### src/hdl/skt_pkg.sv
// ----------------------------------------------------------------------------
// skt_pkg
// Shared types and constants for the sorted key table.
// ----------------------------------------------------------------------------
package skt_pkg;

    localparam int ENTRIES      = 256;
    localparam int KEY_BITS     = 32;
    localparam int PAYLOAD_BITS = 32;
    localparam int ADDR_BITS    = $clog2(ENTRIES);
    localparam int CNT_BITS     = $clog2(ENTRIES + 1);
    localparam int ENTRY_BITS   = KEY_BITS + PAYLOAD_BITS;

    localparam int FUNC_W  = 2;
    localparam int KEY_W   = 32;
    localparam int PAY_W   = 32;
    localparam int IDX_W   = 8;
    localparam int POS_W   = 8;
    localparam int TCNT_W  = 9;

    typedef enum logic [FUNC_W-1:0] {
        FUNC_INSERT = 2'd0,
        FUNC_DELETE = 2'd1,
        FUNC_DEL_RANGE = 2'd2,
        FUNC_SEARCH = 2'd3
    } t_func;

    typedef enum logic [3:0] {
        ST_IDLE,
        ST_UB_RD,
        ST_UB_CMP,
        ST_FIND_RD,
        ST_FIND_CMP,
        ST_SHUP_RD,
        ST_SHUP_WR,
        ST_INS_WR,
        ST_SHDN_RD,
        ST_SHDN_WR,
        ST_DONE
    } t_state;

    typedef struct packed {
        logic                  ok;
        logic [POS_W-1:0]      position;
        logic [PAY_W-1:0]      match_payload;
        logic [TCNT_W-1:0]     table_count;
    } t_result;

    typedef struct packed {
        t_func             func;
        logic [KEY_W-1:0]  key;
        logic [PAY_W-1:0]  payload;
        logic [IDX_W-1:0]  first_index;
        logic [IDX_W-1:0]  last_index;
    } t_request;

    // memory port request from sequencer to entry memory
    typedef struct packed {
        logic                  rd_en;
        logic [ADDR_BITS-1:0]  rd_addr;
        logic                  wr_en;
        logic [ADDR_BITS-1:0]  wr_addr;
        logic [ENTRY_BITS-1:0] wr_data;
    } t_mem_req;

endpackage

### src/hdl/skt_ctrl.sv
// ----------------------------------------------------------------------------
// skt_ctrl
// Sequencer: binary search, shift up/down, result build.
// ----------------------------------------------------------------------------
module skt_ctrl
    import skt_pkg::*;
(
    input  logic                  i_clk,
    input  logic                  i_rst_n,
    input  logic                  i_req_valid,
    output logic                  o_req_ready,
    input  t_request              i_req,
    output logic                  o_res_valid,
    input  logic                  i_res_ready,
    output t_result               o_res,
    output t_mem_req              o_mem,
    input  logic [ENTRY_BITS-1:0] i_rd_data
);

    t_state                r_state, n_state;
    t_request              r_req, n_req;
    logic [CNT_BITS-1:0]   r_count, n_count;
    // search bounds; signed-style hi via one extra bit
    logic [CNT_BITS:0]     r_lo, n_lo;
    logic [CNT_BITS:0]     r_hi, n_hi;
    logic [CNT_BITS-1:0]   r_ptr, n_ptr;   // shift pointer
    logic [CNT_BITS-1:0]   r_gap, n_gap;
    logic [CNT_BITS-1:0]   r_at, n_at;
    t_result               r_res, n_res;   // working result
    t_result               r_out, n_out;   // result held on the output channel
    logic                  r_res_valid, n_res_valid;

    logic [CNT_BITS:0]     w_mid;
    logic [KEY_BITS-1:0]   w_rkey;
    logic [PAYLOAD_BITS-1:0] w_rpay;
    logic [KEY_BITS-1:0]   w_key;
    logic [PAYLOAD_BITS-1:0] w_pay;
    logic                  w_accept;
    logic                  w_res_free;

    assign w_mid  = r_lo + ((r_hi - r_lo) >> 1);
    assign w_rkey = i_rd_data[ENTRY_BITS-1 -: KEY_BITS];
    assign w_rpay = i_rd_data[PAYLOAD_BITS-1:0];
    assign w_key  = KEY_BITS'(r_req.key);
    assign w_pay  = PAYLOAD_BITS'(r_req.payload);
    assign w_res_free = !r_res_valid || i_res_ready;
    assign w_accept = i_req_valid && o_req_ready;

    assign o_req_ready = (r_state == ST_IDLE);
    assign o_res_valid = r_res_valid;
    assign o_res       = r_out;

    // next state
    always_comb begin
        n_state = r_state;
        unique case (r_state)
            ST_IDLE: begin
                if (w_accept) begin
                    unique case (i_req.func)
                        FUNC_INSERT:    n_state = ST_UB_RD;
                        FUNC_SEARCH:    n_state = ST_FIND_RD;
                        FUNC_DELETE,
                        FUNC_DEL_RANGE: n_state = ST_SHDN_RD;
                        default:        n_state = ST_IDLE;
                    endcase
                end
            end
            ST_UB_RD: begin
                if (r_count == CNT_BITS'(ENTRIES)) n_state = ST_DONE;
                else if (r_lo >= r_hi) n_state = ST_SHUP_RD;
                else n_state = ST_UB_CMP;
            end
            ST_UB_CMP:   n_state = ST_UB_RD;
            ST_FIND_RD: begin
                if ($signed(r_lo) > $signed(r_hi)) n_state = ST_DONE;
                else n_state = ST_FIND_CMP;
            end
            ST_FIND_CMP: begin
                if (w_rkey == w_key) n_state = ST_DONE;
                else n_state = ST_FIND_RD;
            end
            ST_SHUP_RD: begin
                if (r_ptr > r_at) n_state = ST_SHUP_WR;
                else n_state = ST_INS_WR;
            end
            ST_SHUP_WR:  n_state = ST_SHUP_RD;
            ST_INS_WR:   n_state = ST_DONE;
            ST_SHDN_RD: begin
                if (r_ptr < r_count && r_gap != '0) n_state = ST_SHDN_WR;
                else n_state = ST_DONE;
            end
            ST_SHDN_WR:  n_state = ST_SHDN_RD;
            ST_DONE: begin
                if (w_res_free) n_state = ST_IDLE;
            end
            default:     n_state = ST_IDLE;
        endcase
    end

    // datapath and outputs
    always_comb begin
        n_req       = r_req;
        n_count     = r_count;
        n_lo        = r_lo;
        n_hi        = r_hi;
        n_ptr       = r_ptr;
        n_gap       = r_gap;
        n_at        = r_at;
        n_res       = r_res;
        n_out       = r_out;
        n_res_valid = r_res_valid && !i_res_ready;
        o_mem       = '0;
        unique case (r_state)
            ST_IDLE: begin
                if (w_accept) begin
                    n_req = i_req;
                    n_res = '0;
                    n_lo  = '0;
                    n_gap = '0;
                    if (i_req.func == FUNC_SEARCH) begin
                        n_hi = {1'b0, r_count} - 1'b1;
                    end else begin
                        n_hi = {1'b0, r_count};
                    end
                    // delete validation
                    if (i_req.func == FUNC_DELETE &&
                        CNT_BITS'(i_req.first_index) < r_count) begin
                        n_gap = CNT_BITS'(1);
                        n_ptr = CNT_BITS'(i_req.first_index) + 1'b1;
                    end else if (i_req.func == FUNC_DEL_RANGE && r_count != '0 &&
                                 i_req.first_index <= i_req.last_index &&
                                 CNT_BITS'(i_req.last_index) < r_count) begin
                        n_gap = CNT_BITS'(i_req.last_index) -
                                CNT_BITS'(i_req.first_index) + 1'b1;
                        n_ptr = CNT_BITS'(i_req.last_index) + 1'b1;
                    end
                end
            end
            ST_UB_RD: begin
                o_mem.rd_en   = 1'b1;
                o_mem.rd_addr = ADDR_BITS'(w_mid);
                if (r_count != CNT_BITS'(ENTRIES) && r_lo >= r_hi) begin
                    n_at  = CNT_BITS'(r_lo);
                    n_ptr = r_count;
                end
            end
            ST_UB_CMP: begin
                if (w_rkey > w_key) n_hi = w_mid;
                else n_lo = w_mid + 1'b1;
            end
            ST_FIND_RD: begin
                o_mem.rd_en   = 1'b1;
                o_mem.rd_addr = ADDR_BITS'(w_mid);
            end
            ST_FIND_CMP: begin
                if (w_rkey > w_key) n_hi = w_mid - 1'b1;
                else if (w_rkey < w_key) n_lo = w_mid + 1'b1;
                else begin
                    n_res.ok            = 1'b1;
                    n_res.position      = POS_W'(w_mid);
                    n_res.match_payload = PAY_W'(w_rpay);
                end
            end
            ST_SHUP_RD: begin
                o_mem.rd_en   = 1'b1;
                o_mem.rd_addr = ADDR_BITS'(r_ptr - 1'b1);
            end
            ST_SHUP_WR: begin
                o_mem.wr_en   = 1'b1;
                o_mem.wr_addr = ADDR_BITS'(r_ptr);
                o_mem.wr_data = i_rd_data;
                n_ptr = r_ptr - 1'b1;
            end
            ST_INS_WR: begin
                o_mem.wr_en   = 1'b1;
                o_mem.wr_addr = ADDR_BITS'(r_at);
                o_mem.wr_data = {w_key, w_pay};
                n_count = r_count + 1'b1;
                n_res.ok       = 1'b1;
                n_res.position = POS_W'(r_at);
            end
            ST_SHDN_RD: begin
                o_mem.rd_en   = 1'b1;
                o_mem.rd_addr = ADDR_BITS'(r_ptr);
                if (!(r_ptr < r_count) && r_gap != '0) begin
                    n_count  = r_count - r_gap;
                    n_res.ok = 1'b1;
                end
            end
            ST_SHDN_WR: begin
                o_mem.wr_en   = 1'b1;
                o_mem.wr_addr = ADDR_BITS'(r_ptr - r_gap);
                o_mem.wr_data = i_rd_data;
                n_ptr = r_ptr + 1'b1;
            end
            ST_DONE: begin
                // hand the finished item to the output register
                if (w_res_free) begin
                    n_out             = r_res;
                    n_out.table_count = TCNT_W'(r_count);
                    n_res_valid       = 1'b1;
                end
            end
            default: ;
        endcase
    end

    always_ff @(posedge i_clk) begin
        if (!i_rst_n) begin
            r_state     <= ST_IDLE;
            r_count     <= '0;
            r_res_valid <= 1'b0;
        end else begin
            r_state     <= n_state;
            r_count     <= n_count;
            r_res_valid <= n_res_valid;
        end
        r_req <= n_req;
        r_lo  <= n_lo;
        r_hi  <= n_hi;
        r_ptr <= n_ptr;
        r_gap <= n_gap;
        r_at  <= n_at;
        r_res <= n_res;
        r_out <= n_out;
    end

`ifndef SYNTHESIS
    a_count_range: assert property (@(posedge i_clk) disable iff (!i_rst_n)
        r_count <= CNT_BITS'(ENTRIES))
        else $error("entry count above capacity");
    a_no_write_idle: assert property (@(posedge i_clk) disable iff (!i_rst_n)
        (r_state == ST_IDLE) |-> !o_mem.wr_en)
        else $error("memory write while idle");
    a_count_step: assert property (@(posedge i_clk) disable iff (!i_rst_n)
        (r_state == ST_INS_WR) |=> (r_count == $past(r_count) + 1'b1))
        else $error("insert did not bump count");
    a_res_hold: assert property (@(posedge i_clk) disable iff (!i_rst_n)
        (r_res_valid && !i_res_ready) |=> $stable(r_out))
        else $error("pending result changed");
`endif

endmodule

### config.mk
export PLATFORM = sky130hd
export DESIGN_NAME = skt_ctrl
export DESIGN_NICKNAME = d
export VERILOG_FILES = /design/src/hdl/skt_pkg.sv /design/src/hdl/skt_ctrl.sv
export SDC_FILE = /design/constraint.sdc
export NUM_CORES = 1
export LEC_CHECK = 0
export BUFFER_PORTS_ARGS = -buffer_cell sky130_fd_sc_hd__buf_2
export CAP_MARGIN = 20
export CORE_ASPECT_RATIO = 1.1
export CORE_MARGIN = 5
export CORE_UTILIZATION = 40
export CTS_BUF_LIST = sky130_fd_sc_hd__clkbuf_16
export DETAILED_ROUTE_END_ITERATION = 10
export HOLD_SLACK_MARGIN = 0.02
export SYNTH_ARGS = -nofsm -noshare
export SYNTH_HDL_FRONTEND = slang
export SYNTH_SLANG_ARGS = --single-unit
### constraint.sdc
create_clock -name i_clk -period 12.09 [get_ports i_clk]
set_input_delay 1.8135 -clock i_clk [delete_from_list [all_inputs] [get_ports i_clk]]
set_output_delay 1.8135 -clock i_clk [all_outputs]
set_load 0.02 [all_outputs]
Word level (Yosys, flattened, before mapping)
Cells that the tools add are included.

Add/sub/neg operators: 14. Order comparisons: 9. Equal/unequal tests: 27. Multiplexer cells: 39. Bitwise logic cells: 1. Reductions and logical operators: 37.

Operator list (count): $pmux W73 S3 (1); $mux W41 (2); $mux W10 (8); $pmux W32 S2 (1); $pmux W10 S3 (2); $mux W50 (1); $mux W9 (5); $pmux W4 S11 (1); $pmux W9 S4 (1); $eq A32 B32 Y1 (1); $gt A32 B32 Y1 (1); $lt A32 B32 Y1 (1); $add A9 B1 Y9 const B (3); $pmux W9 S3 (1); $pmux W8 S3 (1); $mux W4 (5); $add A8 B1 Y9 const B (2); $lt A8 B9 Y1 (2); $ne A2 B2 Y1 const B (9); $pmux W9 S2 (1); $reduce_bool A9 Y1 (2); $eq A4 B3 Y1 const B (4); $reduce_and A4 Y1 (4); $eq A4 B4 Y1 const B (3); 39 further kinds (65).

Register bits after elaboration: 216. Output and inout port bits: 134. Word-level logic and storage cells: 145.

Depth between registers and ports, before layout
Gate-level depths: netlist of run 1.

Word-level depth: 8. Depth in mapped cells: 18. Depth with buffers taken out: 18.

Worst setup path before layout of run 1
No wires, ideal clock.

Path type: input-to-reg. From: in i_res_ready. To: reg r_out (netlist bit o_res[0]), enable pin. Setup time: 0.530 ns. Arrival time: 5.549 ns. Required time: 11.560 ns. Path slack: 6.011 ns. Cell stages on the path: 2. Path buffers: 0. Cells stage by stage: nor2b_1 -> nor3b_1.

Longest elaborated chain between the ends: 2.

RTL lines: start: declaration (RTL line skt_ctrl.sv:14) `input logic i_res_ready,`; $logic_or A1 B1 Y1 (RTL line skt_ctrl.sv:46) `assign w_res_free = !r_res_valid || i_res_ready;`; $reduce_and A2 Y1 (no line); end signal: assignment (RTL line skt_ctrl.sv:225) `r_out <= n_out;`; end: declaration (RTL line skt_ctrl.sv:30) `t_result r_out, n_out;`.

No other way between the ends. A chain may end at the register's enable or synchronous reset.

==> results by group, run 1 <==
GRT
  – Vias in the first global route: 10900
  – Global-route wire length before repair: 62100 µm
  – GRT Overall Usage: 21.2%
  – Largest net degree at the start of global routing: 74
  – Initial antenna violation count: 8
  – GRT overflow: 0

Timing
  – Endpoints failing setup: 0
  – Crit path time final: 6.05 ns
  – Final Hold Vio Count: 0
  – Tcrit/Tclk final: between 50% and 60%
  – Slew @ Worst Pin: approximately 1.0 ns
  – Count of pins over their slew limit: 0
  – Setup TNS Final: 0 ns
  – Worst rel slew slack: 30.2%
  – Max Freq: 165 MHz
  – Clock Skews: 0.0105 ns
  – RSZ-0062 raised after global routing: false
  – Worst hold slack: a little over 0.4 ns

Worst setup path
  – Worst Setup Start Kind: flop
  – Slowest CP cell: edfxtp_1
  – CP top delay family: compound AO/OA/AOI/OAI gates
  – Largest stage delay, worst path: slightly below 0.4 ns
  – CP cell instances: inv_1, ha_1, inv_1, fa_1, a21o_1, a21oi_1, o21ai_0, a21oi_1, xnor2_1, ha_1, o21ai_0, o21ai_0, nand2_1, xor2_1, buf_4, o221ai_1, buf_2
  – Worst r2r path cells: 16
  – Number of stages on the worst setup path: 17
  – WP data arrival: approximately 4.2 ns
  – Bufs and invs on worst path: 4
  – Setup Crit Path Kind: reg -> out
  – CP max FO: 9
  – Data required, critical path: 10.28 ns
  – CP most frequent cell: o21ai_0
  – Worst setup EP type: primary output

Power and ir drop
  – Cell area power density: 300 mW/mm²
  – Peak supply drop: ~350 µV
  – Cell leakage power: 7.31 nW

Drt
  – Total number of vias: 10900
  – Total wire length: between 40000 and 50000 µm
  – Remaining DRCs: 0
  – Initial DRC count: 808
  – Per-cell routed wire length: 20.5 µm
  – Post-DRT Antenna Nets: 0
  – Total iterations of the first detailed-routing run: 8
  – Vias per cell: 5.50

Layout
  – Commonest non-fill, non-tap cell in the layout: buf_2
  – Layout cell share with drive strength beyond 1: 23.2%
  – Final nets: 1818
  – Final Instance Area: 0.0161 mm²
  – Register Area: 0.00635 mm²
  – Area grow syn2layout: 20.8%
  – Final std cells w/o fill: just under 2000
  – Fillcell total: between 3000 and 4000
  – Most frequent cells in the layout: buf_2, edfxtp_1, ha_1
  – Multi-input logic area: 0.00635 mm²

Die
  – Die ar.: approximately 0.037 mm²
  – FP Rows: 70
  – Die W: 184 µm
  – Die height: ~200 µm
  – Core Area: ~0.033 mm²
  – Num ports: 284
  – Starting Density: 40.2%

Clock network
  – Reg clk slew, reported paths: ~0.06 ns
  – Max Root-Sink Buffers: 3
  – Root Buffer Master: clkbuf_16
  – CTS tree: built
  – Clk_lat worst skew: 0.55 ns
  – Setup Buffers After CTS: 0
  – CTS Buf Count: 26
  – Post-cts sizing count: 0
  – CTS H-tree depth: 1
  – Sink Count: approximately 220
  – Post-CTS Hold Buffers: 0

Place
  – Placed insts: roughly 1900
  – IO buf count: 283
  – Placed Area: approximately 0.015 mm²
  – Dpl hpwl: 30900 µm
  – Routability congestion estimate: 0.915

Logic synthesis
  – Number of synthesized flops with an enable pin: roughly 200
  – Synth top area cells: edfxtp_1, ha_1, a22o_1, inv_1, nor2_1
  – Sequential share of the synthesized area: 47.6%
  – Leading area contributor after synthesis: edfxtp_1
  – Synth cell types: 64
  – Top FF cell, synth: edfxtp_1
  – Synth Net Count: roughly 1500
  – Mapped cell area: 0.0133 mm²
  – Async SR Flop Fraction: 0%
  – Share of Yosys cell area claimed by the top area cell type: 45.5%
  – Yosys reg bits: 216
  – Synthesis Warnings: 0
  – Post-Syn Instances: 1246
  – Syn_area_per_cell: 10.7 µm²

Worst hold path
  – Hold Crit Depth: 0
  – Hold Path Class: reg -> reg

Flow run
  – # Max-Cap Violations: 0

Status
  – Status: finished clean
-- cells by family (layout without fill, tap and decap cells) --
kind of cell,Yosys count,after routing,share of synthesized area (%)
mux,15,15,1.14
buf+inv,173,469,4.99
flops,216,216,47.6
fa+ha+maj,144,144,13.8
simple gates,321,321,12.0
xor+xnor,57,57,3.75
other cells,0,4,0
compound gates,320,320,16.7
-- flip-flops by register name, indices dropped and copies added (netlist names), 10 cells and up --
| name | cells |
|---|---|
| w_pay | 32 |
| r_hi | 10 |
| o_res | 50 |
| r_res | 41 |
| w_key | 32 |
| r_lo | 10 |
-- metal layers --
layer | part of all wire, % | vias up | track usage, %
li1 | - | 5183 | -
met1 | 40 | 5139 | 27.6
met2 | 48 | 466 | 34.4
met3 | 8.9 | 77 | 5.28
met4 | 3.1 | 8 | 7.55
met5 | 0.11 | - | 0
-- through the flow --
stage	worst slack [ns]	total power [W]	utilization (%)
global route	5.67	0.00518	48.6
floorplan	6.01	0.00322	-
finish	6.04	0.00482	48.6
global placement	6.79	0.00396	46.0
CTS	6.07	0.00481	48.5
detailed placement	6.66	0.00401	46.0
-- where the power goes --
group / switching [W] / internal (W)
logic: 0.00171 / 0.000956
registers: 0.000203 / 0.00118
clock network: 0.000322 / 0.000455
-- layout make-up --
class,instances,share of cell area [%]
Antenna cell,4,0.0622
Multi-Input combinational cell,857,39.5
Sequential cell,216,39.4
Timing Repair Buffer,299,9.57
Clock inverter,20,1.17
Clock buffer,26,4.04
Tap cell,432,3.36
Inverter,124,2.89
-- synth_stat cells, types with 31 or more instances --
cell / number
nand2_1: 56
xnor2_1: 33
clkbuf_1: 42
ha_1: 139
o21ai_0: 68
inv_1: 124
nor2_1: 95
and3_1: 39
a22o_1: 67
nor3_1: 31
a21oi_1: 60
edfxtp_1: 202
-- worst paths after layout --
kind | start | to | slack [ns]
worst max-delay path | r_hi[0] | o_mem[80] | 6.04
worst min-delay path | r_res[27] | o_res[27] | 0.41
worst max register to register | r_lo[1] | r_hi[9] | 7.82
worst min register to register | r_res[27] | o_res[27] | 0.41
Power figures use the tool's default switching activity.
==> inputs of run 2 (changes only) <==
clock period = 6.23 ns   (was 12.09 ns; I/O delays follow)
==> results by group, run 2 (same netlist as run 1, synthesis figures left out) <==
Clock network
  – Sink Count: 216
  – CTS Buf Count: 26
  – Post-CTS Hold Buffers: 0
  – Root Buffer Master: clkbuf_16
  – Max Root-Sink Buffers: 3
  – Clk_lat worst skew: 0.55 ns
  – Setup Buffers After CTS: 0
  – Reg clk slew, reported paths: 0.06 ns
  – CTS H-tree depth: 1
  – Post-cts sizing count: 0
  – CTS tree: built

GRT
  – GRT overflow: 0
  – Vias in the first global route: 10800
  – Initial antenna violation count: 6
  – Global-route wire length before repair: 62300 µm
  – GRT Overall Usage: 21.3%
  – Largest net degree at the start of global routing: 74

Layout
  – Post-Route Utilization: 48.7%
  – Register Area: 0.00635 mm²
  – Max reg flops: 50
  – Commonest non-fill, non-tap cell in the layout: buf_2
  – Final std cells w/o fill: 1981
  – Final nets: 1820
  – Most frequent cells in the layout: buf_2, edfxtp_1, ha_1
  – Multi-input logic area: approximately 0.0063 mm²
  – Area grow syn2layout: 21.0%
  – Layout cell share with drive strength beyond 1: around a quarter
  – Fillcell total: 3099

Worst setup path
  – Data required, critical path: 5.30 ns
  – Largest stage delay, worst path: 0.40 ns
  – Setup Crit Path Kind: reg -> out
  – CP max FO: 9
  – WP data arrival: 4.20 ns
  – Slowest CP cell: edfxtp_1
  – CP most frequent cell: o21ai_0
  – Worst setup EP type: primary output
  – CP cell instances: inv_1, ha_1, inv_1, fa_1, a21o_1, a21oi_1, o21ai_0, a21oi_1, xnor2_1, ha_1, o21ai_0, o21ai_0, nand2_1, xor2_1, buf_4, o221ai_1, buf_2
  – Worst Setup Start Kind: flop

Timing
  – Clock Skews: approximately 0.013 ns
  – Crit path time final: 5.13 ns
  – RSZ-0062 raised after global routing: false
  – Count of pins over their slew limit: 0
  – Endpoints failing setup: 0
  – Tcrit/Tclk final: 82.4%
  – Slew @ Worst Pin: 1.07 ns
  – Setup TNS Final: 0 ns
  – Final Hold Vio Count: 0
  – Max Freq: 195 MHz
  – Worst rel slew slack: 28.5%

Drt
  – Vias per cell: 5.49
  – Total iterations of the first detailed-routing run: 5
  – Post-DRT Antenna Nets: 0
  – Per-cell routed wire length: 20.5 µm
  – Total wire length: 40700 µm
  – Initial DRC count: approximately 840
  – Total number of vias: 10900
  – Remaining DRCs: 0

Power and ir drop
  – Peak supply drop: approximately 450 µV
  – Clock power share: 16.2%
  – Switching part of the total: about 46%
  – Switching power: between 0.004 and 0.005 W
  – Reg power frac: 28.6%
  – Cell leakage power: between 7 and 8 nW
  – Cell area power density: 584 mW/mm²
  – Comb pwr share: 55.2%
  – Internal power: 0.00506 W

Die
  – Starting Density: roughly 40%
  – Die height: 201 µm
  – FP Rows: 70
  – Core Area: 0.0331 mm²
  – Num ports: between 200 and 300
  – Die W: 184 µm
  – Die ar.: 0.0371 mm²

Place
  – Routability congestion estimate: 0.912
  – IO buf count: around 280
  – Placed insts: approximately 1900
  – Dpl hpwl: 31400 µm

Status
  – Status: finished clean

Flow run
  – # Max-Cap Violations: 0

Worst hold path
  – Hold Path Class: reg -> reg
-- run 2: per-stage QoR --
| step | cell area (µm²) | setup slack, ns | hold WS (ns) | power (W) |
|---|---|---|---|---|
| 3_3_place_gp | 15200 | 1.81 | 0.400 | 0.00774 |
| 4_1_cts | 16100 | 1.09 | 0.416 | 0.00944 |
| 5_1_grt | 16100 | 0.782 | 0.423 | 0.0101 |
| 3_5_place_dp | 15200 | 1.71 | 0.405 | 0.00785 |
| 6_report | 16100 | 1.10 | 0.417 | 0.00942 |
| 2_1_floorplan | 13300 | 0.972 | 0.400 | 0.00625 |
-- run 2: metal layers --
metal | vias to the layer above | GRT usage (%) | part of all wire [%]
met5 | - | 0 | 0.074
met4 | 8 | 6.84 | 3.3
met2 | 435 | 35.4 | 48
met3 | 84 | 5.19 | 8.0
met1 | 5163 | 27.5 | 41
li1 | 5178 | - | -
-- run 2: final timing paths --
check,startpoint,to,slack [ns],depth (start not counted)
max,r_hi[0],o_mem[80],1.10,17
min,r_res[27],o_res[27],0.42,0
max reg2reg,r_lo[1],r_hi[9],2.01,16
min reg2reg,r_res[27],o_res[27],0.42,0
-- run 2: final cells by class --
class,count,area share (%)
Multi-Input combinational cell,857,39.4
Tap cell,432,3.35
Sequential cell,216,39.4
Timing Repair Buffer,301,9.65
Clock inverter,22,1.30
Inverter,124,2.89
Clock buffer,26,4.04
Antenna cell,3,0.0466
-- run 2: worst max-delay path, delay by kind of cell (launching register included) --
| family | cells | cell delay (ns) |
|---|---|---|
| and+or+nand+nor | 1 | 0.10 |
| DFF | 1 | 0.40 |
| adders and majority gates | 3 | 0.91 |
| xor gates and xnor gates | 2 | 0.26 |
| buffers and inverters | 4 | 0.52 |
| AOI/OAI and AO/OA | 7 | 1.45 |
-- run 2: power groups by stage --
| stage | registers, W | clock network (W) | logic, W |
|---|---|---|---|
| 2_1_floorplan | 0.00252 | 0 | 0.00373 |
| 3_3_place_gp | 0.00269 | 0 | 0.00505 |
| 3_5_place_dp | 0.00271 | 0 | 0.00514 |
| 4_1_cts | 0.00268 | 0.00158 | 0.00518 |
| 5_1_grt | 0.00274 | 0.00164 | 0.00576 |
| 6_report | 0.00269 | 0.00153 | 0.00520 |
==> inputs of run 3 (changes only) <==
ABC_AREA = 1   (was unset)
clock period = 4.6 ns   (was 6.23 ns; I/O delays follow)
==> results by group, run 3 <==
Timing
  – Slew @ Worst Pin: about 1.0 ns
  – Clock Skews: 0.0115 ns
  – Tcrit/Tclk final: 95.0%
  – Endpoints failing setup: 0
  – Crit path time final: around 4.4 ns
  – RSZ-0062 raised after global routing: false
  – Worst hold slack: 0.331 ns
  – Final worst slack: 0.230 ns
  – Final Hold Vio Count: 0
  – Setup TNS Final: 0 ns
  – Worst rel slew slack: about a third
  – Count of pins over their slew limit: 0
  – Max Freq: 229 MHz

Worst setup path
  – CP max FO: 5
  – CP most frequent cell: nand2_1
  – Slowest CP cell: edfxtp_1
  – Worst Setup Start Kind: flop
  – CP cell instances: inv_1, ha_1, nand3_1, nand2_1, a21oi_1, o21ai_1, xor2_1, inv_1, ha_1, nand2_1, inv_2, a21oi_4, o21bai_2, xor2_2, nand2_1, o221ai_1, buf_4
  – Largest stage delay, worst path: 0.46 ns
  – Setup Crit Path Kind: reg -> out
  – Worst setup EP type: primary output
  – WP data arrival: 3.68 ns
  – Data required, critical path: just under 4 ns

Logic synthesis
  – Sequential share of the synthesized area: 46.6%
  – Yosys reg bits: 216
  – Synth top area cells: edfxtp_1, ha_1, inv_1, nand2_1, o21ai_0
  – Leading area contributor after synthesis: edfxtp_1
  – Synthesis Warnings: 0
  – Number of synthesized flops with an enable pin: roughly 200
  – Top FF cell, synth: edfxtp_1
  – Synth cell types: 58
  – Post-Syn Instances: roughly 1500
  – Synth cell count leaders: inv_1, nand2_1, edfxtp_1
  – Share of Yosys cell area claimed by the top area cell type: 44.5%
  – Synth Net Count: 1793
  – Most common cell in the synthesized netlist: inv_1
  – Async SR Flop Fraction: 0%
  – Syn_area_per_cell: 9.09 µm²
  – Mapped cell area: ~0.014 mm²

Power and ir drop
  – Cell area power density: 810 mW/mm²
  – Cell leakage power: about 7.7 nW
  – Peak supply drop: 625 µV

Layout
  – Final nets: 2088
  – Layout cell share with drive strength beyond 1: between 20% and 30%
  – Area grow syn2layout: 21.1%
  – Post-Route Utilization: ~49%
  – Commonest non-fill, non-tap cell in the layout: buf_2
  – Most frequent cells in the layout: buf_2, inv_1, nand2_1
  – Final Instance Area: 0.0165 mm²
  – Max reg flops: 50
  – Fillcell total: 3264

Clock network
  – Post-CTS Hold Buffers: 0
  – Clk_lat worst skew: 0.53 ns
  – Reg clk slew, reported paths: 0.06 ns
  – CTS Buf Count: 24
  – Sink Count: 216
  – Root Buffer Master: clkbuf_16
  – Max Root-Sink Buffers: 3
  – CTS H-tree depth: 1
  – CTS tree: built

Place
  – Placed Area: 0.0156 mm²
  – Dpl hpwl: 32200 µm
  – IO buf count: approximately 280
  – Routability congestion estimate: 0.918
  – Setup WS pre-CTS: about 0.75 ns

GRT
  – Vias in the first global route: 11200
  – Initial antenna violation count: 2
  – Global-route wire length before repair: 62600 µm
  – GRT overflow: 0
  – Largest net degree at the start of global routing: 74
  – GRT Overall Usage: between 20% and 30%

Status
  – Status: finished clean

Flow run
  – # Max-Cap Violations: 0

Worst hold path
  – Hold Path Class: in -> reg

Drt
  – Remaining DRCs: 0
  – Per-cell routed wire length: 18.4 µm
  – Total iterations of the first detailed-routing run: 5
  – Vias per cell: about 5.2
  – Total number of vias: 11700
  – Post-DRT Antenna Nets: 0
  – Total wire length: 41500 µm
  – Initial DRC count: 776

Die
  – Die height: 204 µm
  – Starting Density: roughly two fifths
  – Num ports: 284
  – Die ar.: between 0.03 and 0.04 mm²
  – Die W: ~190 µm
  – Core Area: between 0.03 and 0.04 mm²
  – FP Rows: 71
run 3: changes by cell type after synthesis, moves of 27 or more:
cell     before  now
nand3_1      19   69
a21oi_1      60   92
inv_1       124  242
a21o_1       30    3
and3_1       39    0
o21ai_0      68  156
a22o_1       67    0
nor2_1       95  130
nand2_1      56  231
run 3: worst paths after layout:
path | from | end | slack (ns) | cells past startpoint
worst max-delay path | r_lo[1] | o_mem[80] | 0.23 | 17
worst min-delay path | i_req[67] | w_key[19] | 0.33 | 1
worst max register to register | r_lo[1] | r_res[48] | 1.05 | 17
worst min register to register | r_res[21] | o_res[21] | 0.42 | 0
run 3: cell type report:
class                      instances  area (µm²)  share of cell area, %
clock inverter                    20         248                   1.50
clock buffer                      24         601                   3.64
timing repair buffer             302        1580                   9.58
inverter                         254         953                   5.78
tap                              438         548                   3.32
multi-input combinational        996        6230                   37.7
antenna                            1        2.50                 0.0152
sequential                       216        6350                   38.4
run 3: report_power, final:
group	total, W	internal, W	switching, W
clock	0.00206	0.00124	0.000822
sequential	0.00359	0.00317	0.000420
combinational	0.00772	0.00248	0.00523
total	0.0134	0.00689	0.00648
run 3: metrics by stage:
step / cells / total power [W]
6_report: 2251 / 0.0134
2_1_floorplan: 1499 / 0.00897
4_1_cts: 2247 / 0.0132
3_3_place_gp: 2203 / 0.0109
5_1_grt: 2251 / 0.0144
3_5_place_dp: 2203 / 0.0110
run 3: critical path: cells and delay by family, from the launching register on:
kind,cells,cell delay [ns]
XOR/XNOR,2,0.42
AO/OA/AOI/OAI,5,0.66
adder cells (fa/ha/maj),2,0.69
buffers and inverters,4,0.44
flip-flops,1,0.46
AND/OR/NAND/NOR,4,0.47
run 3: per-layer routing:
layer	GRT usage (%)	vias to the layer above	routed length, µm
met5	0	-	12
met2	36.5	420	20700
met3	2.80	77	2610
li1	-	5704	-
met1	27.2	5460	17000
met4	6.72	2	1260
run 3: logic make-up after synthesis:
| kind of cell | count (synthesis) | synth area share [%] |
|---|---|---|
| AOI/OAI and AO/OA | 325 | 13.6 |
| xor gates and xnor gates | 35 | 2.53 |
| adders and majority gates | 144 | 13.5 |
| buffers and inverters | 287 | 8.12 |
| DFF | 216 | 46.6 |
| and+or+nand+nor | 492 | 15.6 |
run 3: timing repair:
item                                    4_1_cts  5_1_grt
endpoints found under the setup margin        0        2
setup buffers                                 0        2
resized for setup                             0        4
